### src/hw/rtl/pms_pkg.sv
// Shared types and codes for the partitioned multi-stack block.
// Used by the top level and by its port checker; depends on nothing else.
`timescale 1ns / 1ps
`default_nettype none

package pms_pkg;

  localparam int WORD_W = 32;

  // Operation carried in the low bits of the input tuser.
  typedef enum logic [1:0] {
    ACT_PUSH      = 2'd0,
    ACT_POP       = 2'd1,
    ACT_SHIFT_UP  = 2'd2,
    ACT_SHIFT_DN  = 2'd3
  } action_t;

  // Completion status returned with every result.
  typedef enum logic [2:0] {
    ST_OK       = 3'd0,
    ST_FULL     = 3'd1,
    ST_EMPTY    = 3'd2,
    ST_NO_SHIFT = 3'd3,
    ST_NO_SPACE = 3'd4
  } status_t;

endpackage

`default_nettype wire

### src/hw/rtl/partitioned_multi_stack.sv
// Top level of the partitioned multi-stack: sequencer, region pointers and shared word memory.
// Depends on pms_pkg for the operation and status codes.
`timescale 1ns / 1ps
`default_nettype none

// Several stacks share one word memory of DEPTH entries, each stack owning an
// adjacent region. Every input transaction on the s_axis side carries an
// operation and a stack number in tuser and a push word in tdata; every one
// produces exactly one result transaction on the m_axis side, carrying the
// popped word in tdata and a status code in tuser.
// Timing: the block works on one transaction at a time. A push, or any
// operation that fails, is decided in the execute state and loaded into the
// output register, if it is free, as the block returns to idle, where the next
// transaction can be accepted. A pop adds a state for the synchronous memory
// read. A successful shift moves its words one at a time, each word one read
// followed by one write through the single memory port pair, and its result
// leaves from idle once the last word is written.
// The result sits in an output register, so a new transaction is taken while
// an earlier result still waits; when the receiver stalls and the next result
// is ready, the sequencer holds it until the output register frees up, and
// the input side stays not ready meanwhile.
// Reset (synchronous, active high) empties all stacks and splits the memory
// into equal regions; the memory contents themselves are not cleared.
module partitioned_multi_stack
  import pms_pkg::*;
#(
  parameter int DEPTH  = 64,
  parameter int STACKS = 4
) (
  input  wire logic        clk,
  input  wire logic        rst,
  input  wire logic        s_axis_tvalid,
  output logic             s_axis_tready,
  input  wire logic [31:0] s_axis_tdata,   // [31:0] push_value
  input  wire logic [3:0]  s_axis_tuser,   // [1:0] action, [3:2] stack_index
  output logic             m_axis_tvalid,
  input  wire logic        m_axis_tready,
  output logic [31:0]      m_axis_tdata,   // [31:0] pop_value
  output logic [2:0]       m_axis_tuser    // [2:0] status
);

  // Pointer width holds DEPTH itself; memory address width covers DEPTH-1.
  localparam int AW = $clog2(DEPTH + 1);
  localparam int MW = $clog2(DEPTH);
  // Width of a stack number inside the block.
  localparam int SW = (STACKS > 1) ? $clog2(STACKS) : 1;
  localparam int XW = (SW > 2) ? SW : 2;

  typedef enum logic [4:0] {
    S_IDLE    = 5'b00001,
    S_EXEC    = 5'b00010,
    S_POP_RD  = 5'b00100,
    S_MOVE_RD = 5'b01000,
    S_MOVE_WR = 5'b10000
  } state_t;

  state_t state;

  // Accepted transaction.
  action_t            item_action;
  logic [1:0]         item_stack;
  logic [WORD_W-1:0]  item_value;

  // Region bounds and fill pointers, one lane per stack.
  logic [AW-1:0] region_start [STACKS];
  logic [AW-1:0] fill_point   [STACKS];
  logic [AW-1:0] limit        [STACKS];
  logic [STACKS-1:0] lane_full;

  // Shared word memory.
  logic [WORD_W-1:0] mem [DEPTH];
  logic              mem_we;
  logic [MW-1:0]     mem_waddr;
  logic [WORD_W-1:0] mem_wdata;
  logic              mem_re;
  logic [MW-1:0]     mem_raddr;
  logic [WORD_W-1:0] mem_rdata;

  // Block move cursor.
  logic [AW-1:0] ptr;
  logic [AW-1:0] stop;
  logic          move_up;

  // Result waiting for the output register.
  status_t           res_status;
  logic              res_pending;

  // Decision for the transaction in hand.
  logic [XW-1:0] s_wide;
  logic          s_valid;
  logic [SW-1:0] s_sel;
  logic          s_last;
  logic [AW-1:0] fill_s;
  logic [AW-1:0] start_s;
  logic [AW-1:0] limit_s;
  logic          full_s;
  logic [SW-1:0] jr;
  logic          jr_found;
  logic [SW-1:0] jl;
  logic          jl_found;

  status_t           dec_status;
  logic              dec_push;
  logic              dec_pop;
  logic              dec_move;
  logic              dec_up;
  logic [AW-1:0]     dec_ptr;
  logic [AW-1:0]     dec_stop;
  logic [STACKS-1:0] inc_mask;
  logic [STACKS-1:0] dec_mask;

  logic          out_free;
  logic          out_load;
  logic [WORD_W-1:0] out_value;
  status_t       out_status;
  logic [AW-1:0] ptr_step;

  // Each lane's upper limit is the next region's base, or the memory end.
  for (genvar k = 0; k < STACKS; k++) begin : g_lane
    if (k == STACKS - 1) begin : g_last
      assign limit[k] = AW'(DEPTH);
    end else begin : g_mid
      assign limit[k] = region_start[k + 1];
    end
    assign lane_full[k] = (fill_point[k] >= limit[k]);
  end

  assign s_wide  = XW'(item_stack);
  assign s_valid = ({1'b0, s_wide} < (XW + 1)'(STACKS));
  assign s_sel   = s_wide[SW-1:0];
  assign s_last  = (s_sel == SW'(STACKS - 1));
  assign fill_s  = fill_point[s_sel];
  assign start_s = region_start[s_sel];
  assign limit_s = limit[s_sel];
  assign full_s  = lane_full[s_sel];

  // Nearest stack above and below the addressed one that still has room.
  always_comb begin
    jr = '0;
    jr_found = 1'b0;
    for (int k = STACKS - 1; k >= 0; k--) begin
      if ((SW'(k) > s_sel) && !lane_full[k]) begin
        jr = SW'(k);
        jr_found = 1'b1;
      end
    end
    jl = '0;
    jl_found = 1'b0;
    for (int k = 0; k < STACKS; k++) begin
      if ((SW'(k) < s_sel) && !lane_full[k]) begin
        jl = SW'(k);
        jl_found = 1'b1;
      end
    end
  end

  always_comb begin
    dec_status = ST_OK;
    dec_push   = 1'b0;
    dec_pop    = 1'b0;
    dec_move   = 1'b0;
    dec_up     = 1'b0;
    dec_ptr    = '0;
    dec_stop   = '0;
    inc_mask   = '0;
    dec_mask   = '0;
    if (!s_valid) begin
      unique case (item_action)
        ACT_PUSH:     dec_status = ST_FULL;
        ACT_POP:      dec_status = ST_EMPTY;
        ACT_SHIFT_UP: dec_status = ST_NO_SHIFT;
        ACT_SHIFT_DN: dec_status = ST_NO_SHIFT;
      endcase
    end else begin
      unique case (item_action)
        ACT_PUSH: begin
          if (full_s) begin
            dec_status = ST_FULL;
          end else begin
            dec_push = 1'b1;
          end
        end
        ACT_POP: begin
          if (fill_s <= start_s) begin
            dec_status = ST_EMPTY;
          end else begin
            dec_pop = 1'b1;
          end
        end
        ACT_SHIFT_UP: begin
          if (!full_s || s_last) begin
            dec_status = ST_NO_SHIFT;
          end else if (!jr_found) begin
            dec_status = ST_NO_SPACE;
          end else begin
            // Words from the next region's base to the top of stack jr move up one.
            dec_move = 1'b1;
            dec_up   = 1'b1;
            dec_ptr  = fill_point[jr];
            dec_stop = limit_s;
            for (int k = 0; k < STACKS; k++) begin
              inc_mask[k] = (SW'(k) > s_sel) && (SW'(k) <= jr);
            end
          end
        end
        ACT_SHIFT_DN: begin
          if (!full_s || (s_sel == '0)) begin
            dec_status = ST_NO_SHIFT;
          end else if (!jl_found) begin
            dec_status = ST_NO_SPACE;
          end else begin
            // Words from the base above stack jl to the top of this stack move down one.
            dec_move = 1'b1;
            dec_up   = 1'b0;
            dec_ptr  = limit[jl];
            dec_stop = fill_s;
            for (int k = 0; k < STACKS; k++) begin
              dec_mask[k] = (SW'(k) > jl) && (SW'(k) <= s_sel);
            end
          end
        end
      endcase
    end
  end

  assign s_axis_tready = (state == S_IDLE) && !res_pending;
  assign out_free      = !m_axis_tvalid || m_axis_tready;
  assign ptr_step      = move_up ? AW'(ptr - 1'b1) : AW'(ptr + 1'b1);

  // Memory port control.
  always_comb begin
    mem_we    = 1'b0;
    mem_waddr = '0;
    mem_wdata = mem_rdata;
    mem_re    = 1'b0;
    mem_raddr = '0;
    unique case (state)
      S_EXEC: begin
        if (dec_push) begin
          mem_we    = 1'b1;
          mem_waddr = fill_s[MW-1:0];
          mem_wdata = item_value;
        end
        if (dec_pop) begin
          mem_re    = 1'b1;
          mem_raddr = fill_s[MW-1:0] - 1'b1;
        end
      end
      S_MOVE_RD: begin
        mem_re    = 1'b1;
        mem_raddr = move_up ? ptr_step[MW-1:0] : ptr[MW-1:0];
      end
      S_MOVE_WR: begin
        mem_we    = 1'b1;
        mem_waddr = move_up ? ptr[MW-1:0] : (ptr[MW-1:0] - 1'b1);
      end
      S_IDLE, S_POP_RD: begin
      end
      default: begin
      end
    endcase
  end

  always_ff @(posedge clk) begin
    if (mem_we) begin
      mem[mem_waddr] <= mem_wdata;
    end
    if (mem_re) begin
      mem_rdata <= mem[mem_raddr];
    end
  end

  // Output register load: a finished result goes out as soon as the slot is free.
  always_comb begin
    out_load   = 1'b0;
    out_value  = '0;
    out_status = res_status;
    if (out_free) begin
      if (state == S_EXEC && !dec_pop && !dec_move) begin
        out_load   = 1'b1;
        out_status = dec_status;
      end else if (state == S_POP_RD) begin
        out_load   = 1'b1;
        out_value  = mem_rdata;
        out_status = ST_OK;
      end else if (state == S_IDLE && res_pending) begin
        out_load   = 1'b1;
        out_status = res_status;
      end
    end
  end

  always_ff @(posedge clk) begin
    if (rst) begin
      m_axis_tvalid <= 1'b0;
    end else if (out_load) begin
      m_axis_tvalid <= 1'b1;
    end else if (m_axis_tready) begin
      m_axis_tvalid <= 1'b0;
    end
  end

  always_ff @(posedge clk) begin
    if (out_load) begin
      m_axis_tdata <= out_value;
      m_axis_tuser <= out_status;
    end
  end

  // Sequencer. A pop result that cannot leave at once waits in S_POP_RD;
  // other results wait as res_pending with the block back in idle but not ready.
  always_ff @(posedge clk) begin
    if (rst) begin
      state       <= S_IDLE;
      res_pending <= 1'b0;
    end else begin
      unique case (state)
        S_IDLE: begin
          if (res_pending) begin
            if (out_load) begin
              res_pending <= 1'b0;
            end
          end else if (s_axis_tvalid) begin
            state <= S_EXEC;
          end
        end
        S_EXEC: begin
          if (dec_pop) begin
            state <= S_POP_RD;
          end else if (dec_move && (dec_ptr != dec_stop)) begin
            state <= S_MOVE_RD;
          end else begin
            state       <= S_IDLE;
            res_pending <= !out_load;
          end
        end
        S_POP_RD: begin
          if (out_load) begin
            state <= S_IDLE;
          end
        end
        S_MOVE_RD: begin
          state <= S_MOVE_WR;
        end
        S_MOVE_WR: begin
          if (ptr_step == stop) begin
            state       <= S_IDLE;
            res_pending <= 1'b1;
          end else begin
            state <= S_MOVE_RD;
          end
        end
        default: begin
          state <= S_IDLE;
        end
      endcase
    end
  end

  // Transaction capture, move cursor and held status.
  always_ff @(posedge clk) begin
    if (state == S_IDLE && !res_pending && s_axis_tvalid) begin
      item_action <= action_t'(s_axis_tuser[1:0]);
      item_stack  <= s_axis_tuser[3:2];
      item_value  <= s_axis_tdata;
    end
    if (state == S_EXEC) begin
      ptr        <= dec_ptr;
      stop       <= dec_stop;
      move_up    <= dec_up;
      res_status <= dec_status;
    end else if (state == S_MOVE_WR) begin
      ptr <= ptr_step;
    end
  end

  // Region bounds and fill pointers.
  always_ff @(posedge clk) begin
    if (rst) begin
      for (int k = 0; k < STACKS; k++) begin
        region_start[k] <= AW'((k * DEPTH) / STACKS);
        fill_point[k]   <= AW'((k * DEPTH) / STACKS);
      end
    end else if (state == S_EXEC) begin
      if (dec_push) begin
        fill_point[s_sel] <= AW'(fill_s + 1'b1);
      end
      if (dec_pop) begin
        fill_point[s_sel] <= AW'(fill_s - 1'b1);
      end
      for (int k = 0; k < STACKS; k++) begin
        if (inc_mask[k]) begin
          region_start[k] <= AW'(region_start[k] + 1'b1);
          fill_point[k]   <= AW'(fill_point[k] + 1'b1);
        end else if (dec_mask[k]) begin
          region_start[k] <= AW'(region_start[k] - 1'b1);
          fill_point[k]   <= AW'(fill_point[k] - 1'b1);
        end
      end
    end
  end

endmodule

`default_nettype wire

### config.mk
export PLATFORM = sky130hd
export DESIGN_NAME = partitioned_multi_stack
export DESIGN_NICKNAME = d
export VERILOG_FILES = /design/src/hw/rtl/pms_pkg.sv /design/src/hw/rtl/partitioned_multi_stack.sv
export SDC_FILE = /design/constraint.sdc
export NUM_CORES = 2
export LEC_CHECK = 0
export ABC_AREA = 1
export BUFFER_PORTS_ARGS = -buffer_cell sky130_fd_sc_hd__buf_2
export CAP_MARGIN = 10
export CORE_ASPECT_RATIO = 1.25
export CORE_MARGIN = 3
export CORE_UTILIZATION = 25
export CTS_BUF_LIST = sky130_fd_sc_hd__clkbuf_4 sky130_fd_sc_hd__clkbuf_8 sky130_fd_sc_hd__clkbuf_16
export DETAILED_ROUTE_END_ITERATION = 16
export SETUP_SLACK_MARGIN = 0.1
export SLEW_MARGIN = 20
export SYNTH_ARGS = -nofsm -noshare
export SYNTH_HDL_FRONTEND = slang
export SYNTH_SLANG_ARGS = --single-unit
### constraint.sdc
create_clock -name clk -period 11.16 [get_ports clk]
set_input_delay 0.558 -clock clk [delete_from_list [all_inputs] [get_ports clk]]
set_output_delay 0.558 -clock clk [all_outputs]
set_load 0.03 [all_outputs]
# ---- Word level (Yosys, flattened, before mapping)
# Memory sizes are Yosys's and may differ from the RTL's. A register that Yosys moved wholly into a read port is not among the register bits.
# Cells that the tools add are included.
dict set report classes {
  n_addsub 22
  multipliers 0
  n_div 0
  order_cmp 28
  n_eq_ne 17
  shifts 0
  mux 160
  bitwise 21
  n_reduce_logical 44
}
# cell n
set ops {}
lappend ops {{two-way mux 7 bit} 33}
lappend ops {{two-way mux 1 bit} 79}
lappend ops {{adder 7 x 1 -> 7 bit (second input constant)} 10}
lappend ops {{subtractor 7 x 1 -> 7 bit (second input constant)} 10}
lappend ops {{two-way mux 32 bit} 2}
lappend ops {{two-way mux 4 bit} 9}
lappend ops {{binary-select mux 7 bit (select 2 bit)} 2}
lappend ops {{one-hot mux 7 bit (2 select lines)} 2}
lappend ops {{one-hot mux 5 bit (5 select lines)} 1}
lappend ops {{two-way mux 6 bit} 4}
lappend ops {{one-hot mux 6 bit (2 select lines)} 2}
lappend ops {{logical AND 1 bit} 22}
lappend ops {{greater-or-equal comparator 7 bit} 3}
lappend ops {{two-way mux 3 bit} 7}
lappend ops {{two-way mux 2 bit} 10}
lappend ops {{bitwise OR 1 bit} 17}
lappend ops {{two-way mux 5 bit} 3}
lappend ops {{inequality test 2 bit (second input constant)} 6}
lappend ops {{one-hot mux 3 bit (4 select lines)} 1}
lappend ops {{subtractor 6 x 1 -> 6 bit (second input constant)} 2}
lappend ops {{logical NOT 1 bit} 10}
lappend ops {{> comparator 1 x 2 -> 1 bit (first input constant)} 4}
lappend ops {{> comparator 2 bit (first input constant)} 4}
lappend ops {{less-or-equal comparator 1 x 2 -> 1 bit (first input constant)} 4}
lappend ops {{other kinds (29)} 45}
dict set report totals {
  register_bits 96
  latchBits 0
  mem_bits_rw 2104
  mem_bits_ro 0
  output_inout_bits 37
  word_cells 307
  memories 3
}
# name depth width read_ports rd_clocked_by_memory_dff wr line_no
set memory_table {}
lappend memory_table {mem 64 32 1 1 1 partitioned_multi_stack.sv:71} ;# logic [WORD_W-1:0] mem [DEPTH];
lappend memory_table {fill_point 4 7 6 1 4 partitioned_multi_stack.sv:66} ;# logic [AW-1:0] fill_point [STACKS];
lappend memory_table {region_start 4 7 5 1 4 partitioned_multi_stack.sv:65} ;# logic [AW-1:0] region_start [STACKS];

# ---- Depth between registers and ports, before layout
# An unclocked memory read counts as a cell.
dict set report depth {
  ltp_word 20
  ltp_mapped 29
}

# ---- Worst setup path after synthesis
# Ideal clock, no wire load.
dict set report synth_timing {
  path_type {reg2reg}
  startpoint {mem region_start[3][2] (netlist bit)}
  endpoint {mem mem[0][0], data pin}
  setup_ns 0.702
  arrival_ns 4.443
  t_required_ns 10.458
  path_slack_ns 6.015
  stages_incl_launch_ff 16
  path_buffers 3
  path_cell_list {edfxtp_1 clkbuf_1 inv_1 ha_1 nand2_1 inv_1 nand2_1 nand2_1 nand2_1 nand2_1 a21oi_1 nand4_1 nor2_1 clkbuf_1 clkbuf_1 o21ai_0}
}
# item line_no
set synth_rtl {}
lappend synth_rtl {{start, declared} partitioned_multi_stack.sv:65}
lappend synth_rtl {{end, declared} partitioned_multi_stack.sv:71}

==> qor.txt <==
Outcome: finished, final reports clean
Number of distinct library cells after synthesis: 50
Routed via count divided by cell count: 4.980
Most frequently used flop master after synthesis: edfxtp_1
Layout cell share with drive strength beyond 1: 20.41%
Proportion of power drawn by the clock network: 39.2%
Clock transition at the registers of the reported paths: 0.07 ns
Critical Path, Cell by Cell: inv_2, or2_0, a32oi_1, inv_1, ha_1, nand2_1, nor2_1, nand4_1, nand4_2, o21ai_4, inv_8, buf_12, buf_4, nor2_1, o211ai_1, nand3_1, nand3_1, nand3_1, nand2_1
IO Port Bufs: 76
Final core occ: 29.02%
Number of nets in the final layout: 6984
Count of standard-cell rows: 249
IR Drop Worst-Case VDD: 0.1275 mV
First-pass GRT wire length: 405.4 mm
Switching power summed over all nets: 4.589 mW
Yosys reg bits: 2227
R2r setup slk: 3.92 ns
CTS tree: yes
Arrival time worst endpoint: 7.94 ns
Gates resized, CTS repair: 0
Critical setup path kind: flop to flop
Largest net degree at the start of global routing: 257
Mapped Avg Cell Area: 13.54 µm²
Buf/Inv on CP: 5
Total number of cells along the worst setup path: 19
Placed instance count: 11510
Worst path top cell family by delay: buffers and inverters
Crit path time final: 7.241 ns
Floorplan die height: 687.7 µm
Max-cap violation count: 0
Source-to-sink clock delay at the later pin of the worst-skew pair: 0.88 ns
DRT iter0 DRCs: 7007
Worst hold-check slack: 0.1181 ns
CTS Root Cell: clkbuf_16
Worst-case headroom to the max-slew limit: 19.84%
Instance area at placement: 99690 µm²
Count of mapped cells out of synthesis: 6865
Number of antenna violations at the first check in global routing: 13
Area of the core: 369200 µm²
Final setup fails: 0
Die Span X: 551.4 µm
Sort of element at the start of the critical path: flop
Reg power frac: 51.1%
Asr flop ratio synth: 0%
Class of the tightest hold or removal check: primary input to flop
Die ar.: 379200 µm²
Global-route usage over all layers: 14.24%
Vias in the first global route: 57960
Crit path max fanout: 207
Final Wtd Congestion: 0.9123
Slowest-stage cell, CP: buf_4
Hpwl dp: 148.0 mm
Slew of the pin with the lowest slew margin: 1.202 ns
TritonCTS buffer count: 219
Share of total power in combinational logic: 9.7%
Crit Reg-Reg Endpoint: mem_rdata[16]
Sum of overflow across all layers after global routing: 0
Critical path data required time: 11.86 ns
Post-synthesis instance area: 92950 µm²
Relative area change from synthesis to final layout: 15.26%
Final cell count without fillers: 11950
Fin Setup TNS: 0 ns
Leakage power summed over all cells: 34.04 nW
Highest Clock Rate: 138.1 MHz
Fin crit share: 64.88%
Setup clock skew after layout: 0.07564 ns
Detailed-router iteration count before antenna repair: 8
Initial core utilization: 25.18%
Yosys warns: 0
Total DRC errors in the routed layout: 0
Number of levels in the clock H-tree: 4
Critical path destination: mem_rdata[16]
Ratio of total power to cell area: 174.2 nW/µm²
Portion of the post-synthesis area used by sequential elements: 71.85%
Internal Dissipation: 14.07 mW
Cell count of the worst hold path: 4
Number of pins with negative max-slew slack in the final report: 0
Via count: 59500
Final Hold Vio Count: 0
Cell repeated most along the worst path: nand3_1
Worst Reg-to-Reg Cells: 19
Maximum buffer depth of the clock tree: 4
Post-route antenna net violation count: 0
Number of enable flip-flop cells after synthesis: 2218
Switching share of power: 24.59%
Ports placed on the boundary: 77
Clock sink total: 2227
Nets in the synthesized netlist: 6975
Layout Cell Area excl Fill: 107100 µm²
Drt total wl: 280.5 mm
Longest individual stage delay on the worst path: 0.85 ns
Kind of end point of the critical path: flop
Unrepaired setup endpoints after global routing: false
WL/cell: 23.48 µm
per-stage QoR:
step / worst slack, ns / power [mW]
final: 3.919 / 18.66
after detailed placement: 4.184 / 11.49
after global placement: 4.212 / 11.48
after floorplan: 6.015 / 10.81
after global routing: 3.670 / 19.24
after CTS: 4.144 / 18.76
worst min-delay path by stage:
stage / slack (ns) / start / to
after floorplan: 0.49 / res_pending / res_pending
after global placement: 0.52 / res_pending / res_pending
after detailed placement: 0.55 / res_status[2] / m_axis_tuser[2]
after CTS: 0.05 / m_axis_tready / m_axis_tvalid
after global routing: 0.14 / m_axis_tready / m_axis_tuser[2]
final: 0.12 / m_axis_tready / m_axis_tvalid
layout make-up:
type | count | area, µm²
Timing Repair Buffer | 262 | 2039
Clock inverter | 129 | 1137
Antenna cell | 5 | 12.51
Tap cell | 4894 | 6123
Sequential cell | 2227 | 66780
Fill cell | 36860 | 262100
Multi-Input combinational cell | 3976 | 24410
Inverter | 188 | 735.7
Clock buffer | 267 | 5893
metal layers:
metal	part of all wire, %	track usage, %
met4	3.6	5.108
met1	41	19.03
met2	48	23.53
met3	7.7	1.936
met5	0.013	0
what timing repair did:
action,CTS,global route
endpoints found under the setup margin,0,0
hold buffers,37,0
setup buffers,0,0
endpoints found under the hold margin,42,0
cell usage after synthesis, drive strengths merged, types with 2 or more instances:
master	instances	share of area, %
a21o	3	0.024
a21oi	65	0.35
a221oi	8	0.075
a22oi	2	0.016
a31oi	5	0.034
a32oi	6	0.065
and2	3	0.020
buf	156	0.83
clkbuf	318	1.3
clkinv	2	0.0081
dfxtp	9	0.19
edfxtp	2218	72
fa	6	0.13
ha	64	0.86
inv	186	0.75
nand2	297	1.2
nand3	782	4.2
nand3b	3	0.024
nand4	17	0.12
nor2	452	1.8
nor3	17	0.097
nor4	3	0.036
o211ai	997	8.1
o21ai	382	2.1
o21bai	35	0.28
o221ai	6	0.057
o22ai	16	0.12
o32ai	2	0.019
or2	748	5.0
xnor2	11	0.10
xor2	42	0.40
cell usage in the layout, fill, tap and decap left out, drive strengths merged, types with 8 or more instances in the layout:
| cell | count |
|---|---|
| a21oi | 65 |
| a221oi | 8 |
| buf | 225 |
| bufinv | 19 |
| clkbuf | 267 |
| clkinv | 100 |
| clkinvlp | 10 |
| dfxtp | 9 |
| dlygate4sd3 | 37 |
| edfxtp | 2218 |
| ha | 64 |
| inv | 188 |
| nand2 | 297 |
| nand3 | 782 |
| nand4 | 17 |
| nor2 | 452 |
| nor3 | 17 |
| o211ai | 997 |
| o21ai | 382 |
| o21bai | 35 |
| o22ai | 16 |
| or2 | 748 |
| xnor2 | 11 |
| xor2 | 42 |
power by group through the flow:
stage	registers (mW)	clock network (mW)	logic [mW]
detailed placement	9.70	0	1.78
CTS	9.53	7.42	1.80
finish	9.53	7.31	1.81
floorplan	9.75	0	1.06
global placement	9.71	0	1.77
global route	9.54	7.74	1.96
registers in the layout, summed over array words and instances (netlist names), named ones only:
name and flops:
res_pending 1, fill_point 28, m_axis_tvalid 1, item_stack 2
m_axis_tuser 3, mem 2048, region_start 21, item_value 32
res_status 3, ptr 7, stop 7, item_action 2
m_axis_tdata 32, state 5, move_up 1, mem_rdata 32
worst reg2reg max path, delay by kind of cell (launching register included):
kind	cells	cell delay, ns
DFF	1	0.83
and+or+nand+nor	10	2.18
adders and majority gates	1	0.34
AOI/OAI and AO/OA	3	0.73
buffers and inverters	5	2.97
logic make-up after synthesis:
group,share of synthesized area (%)
flops,71.85
compound gates,11.19
fa+ha+maj,0.9907
xor+xnor,0.4994
simple gates,12.59
buf+inv,2.877
Note: power is estimated with default switching activity, not from simulation.
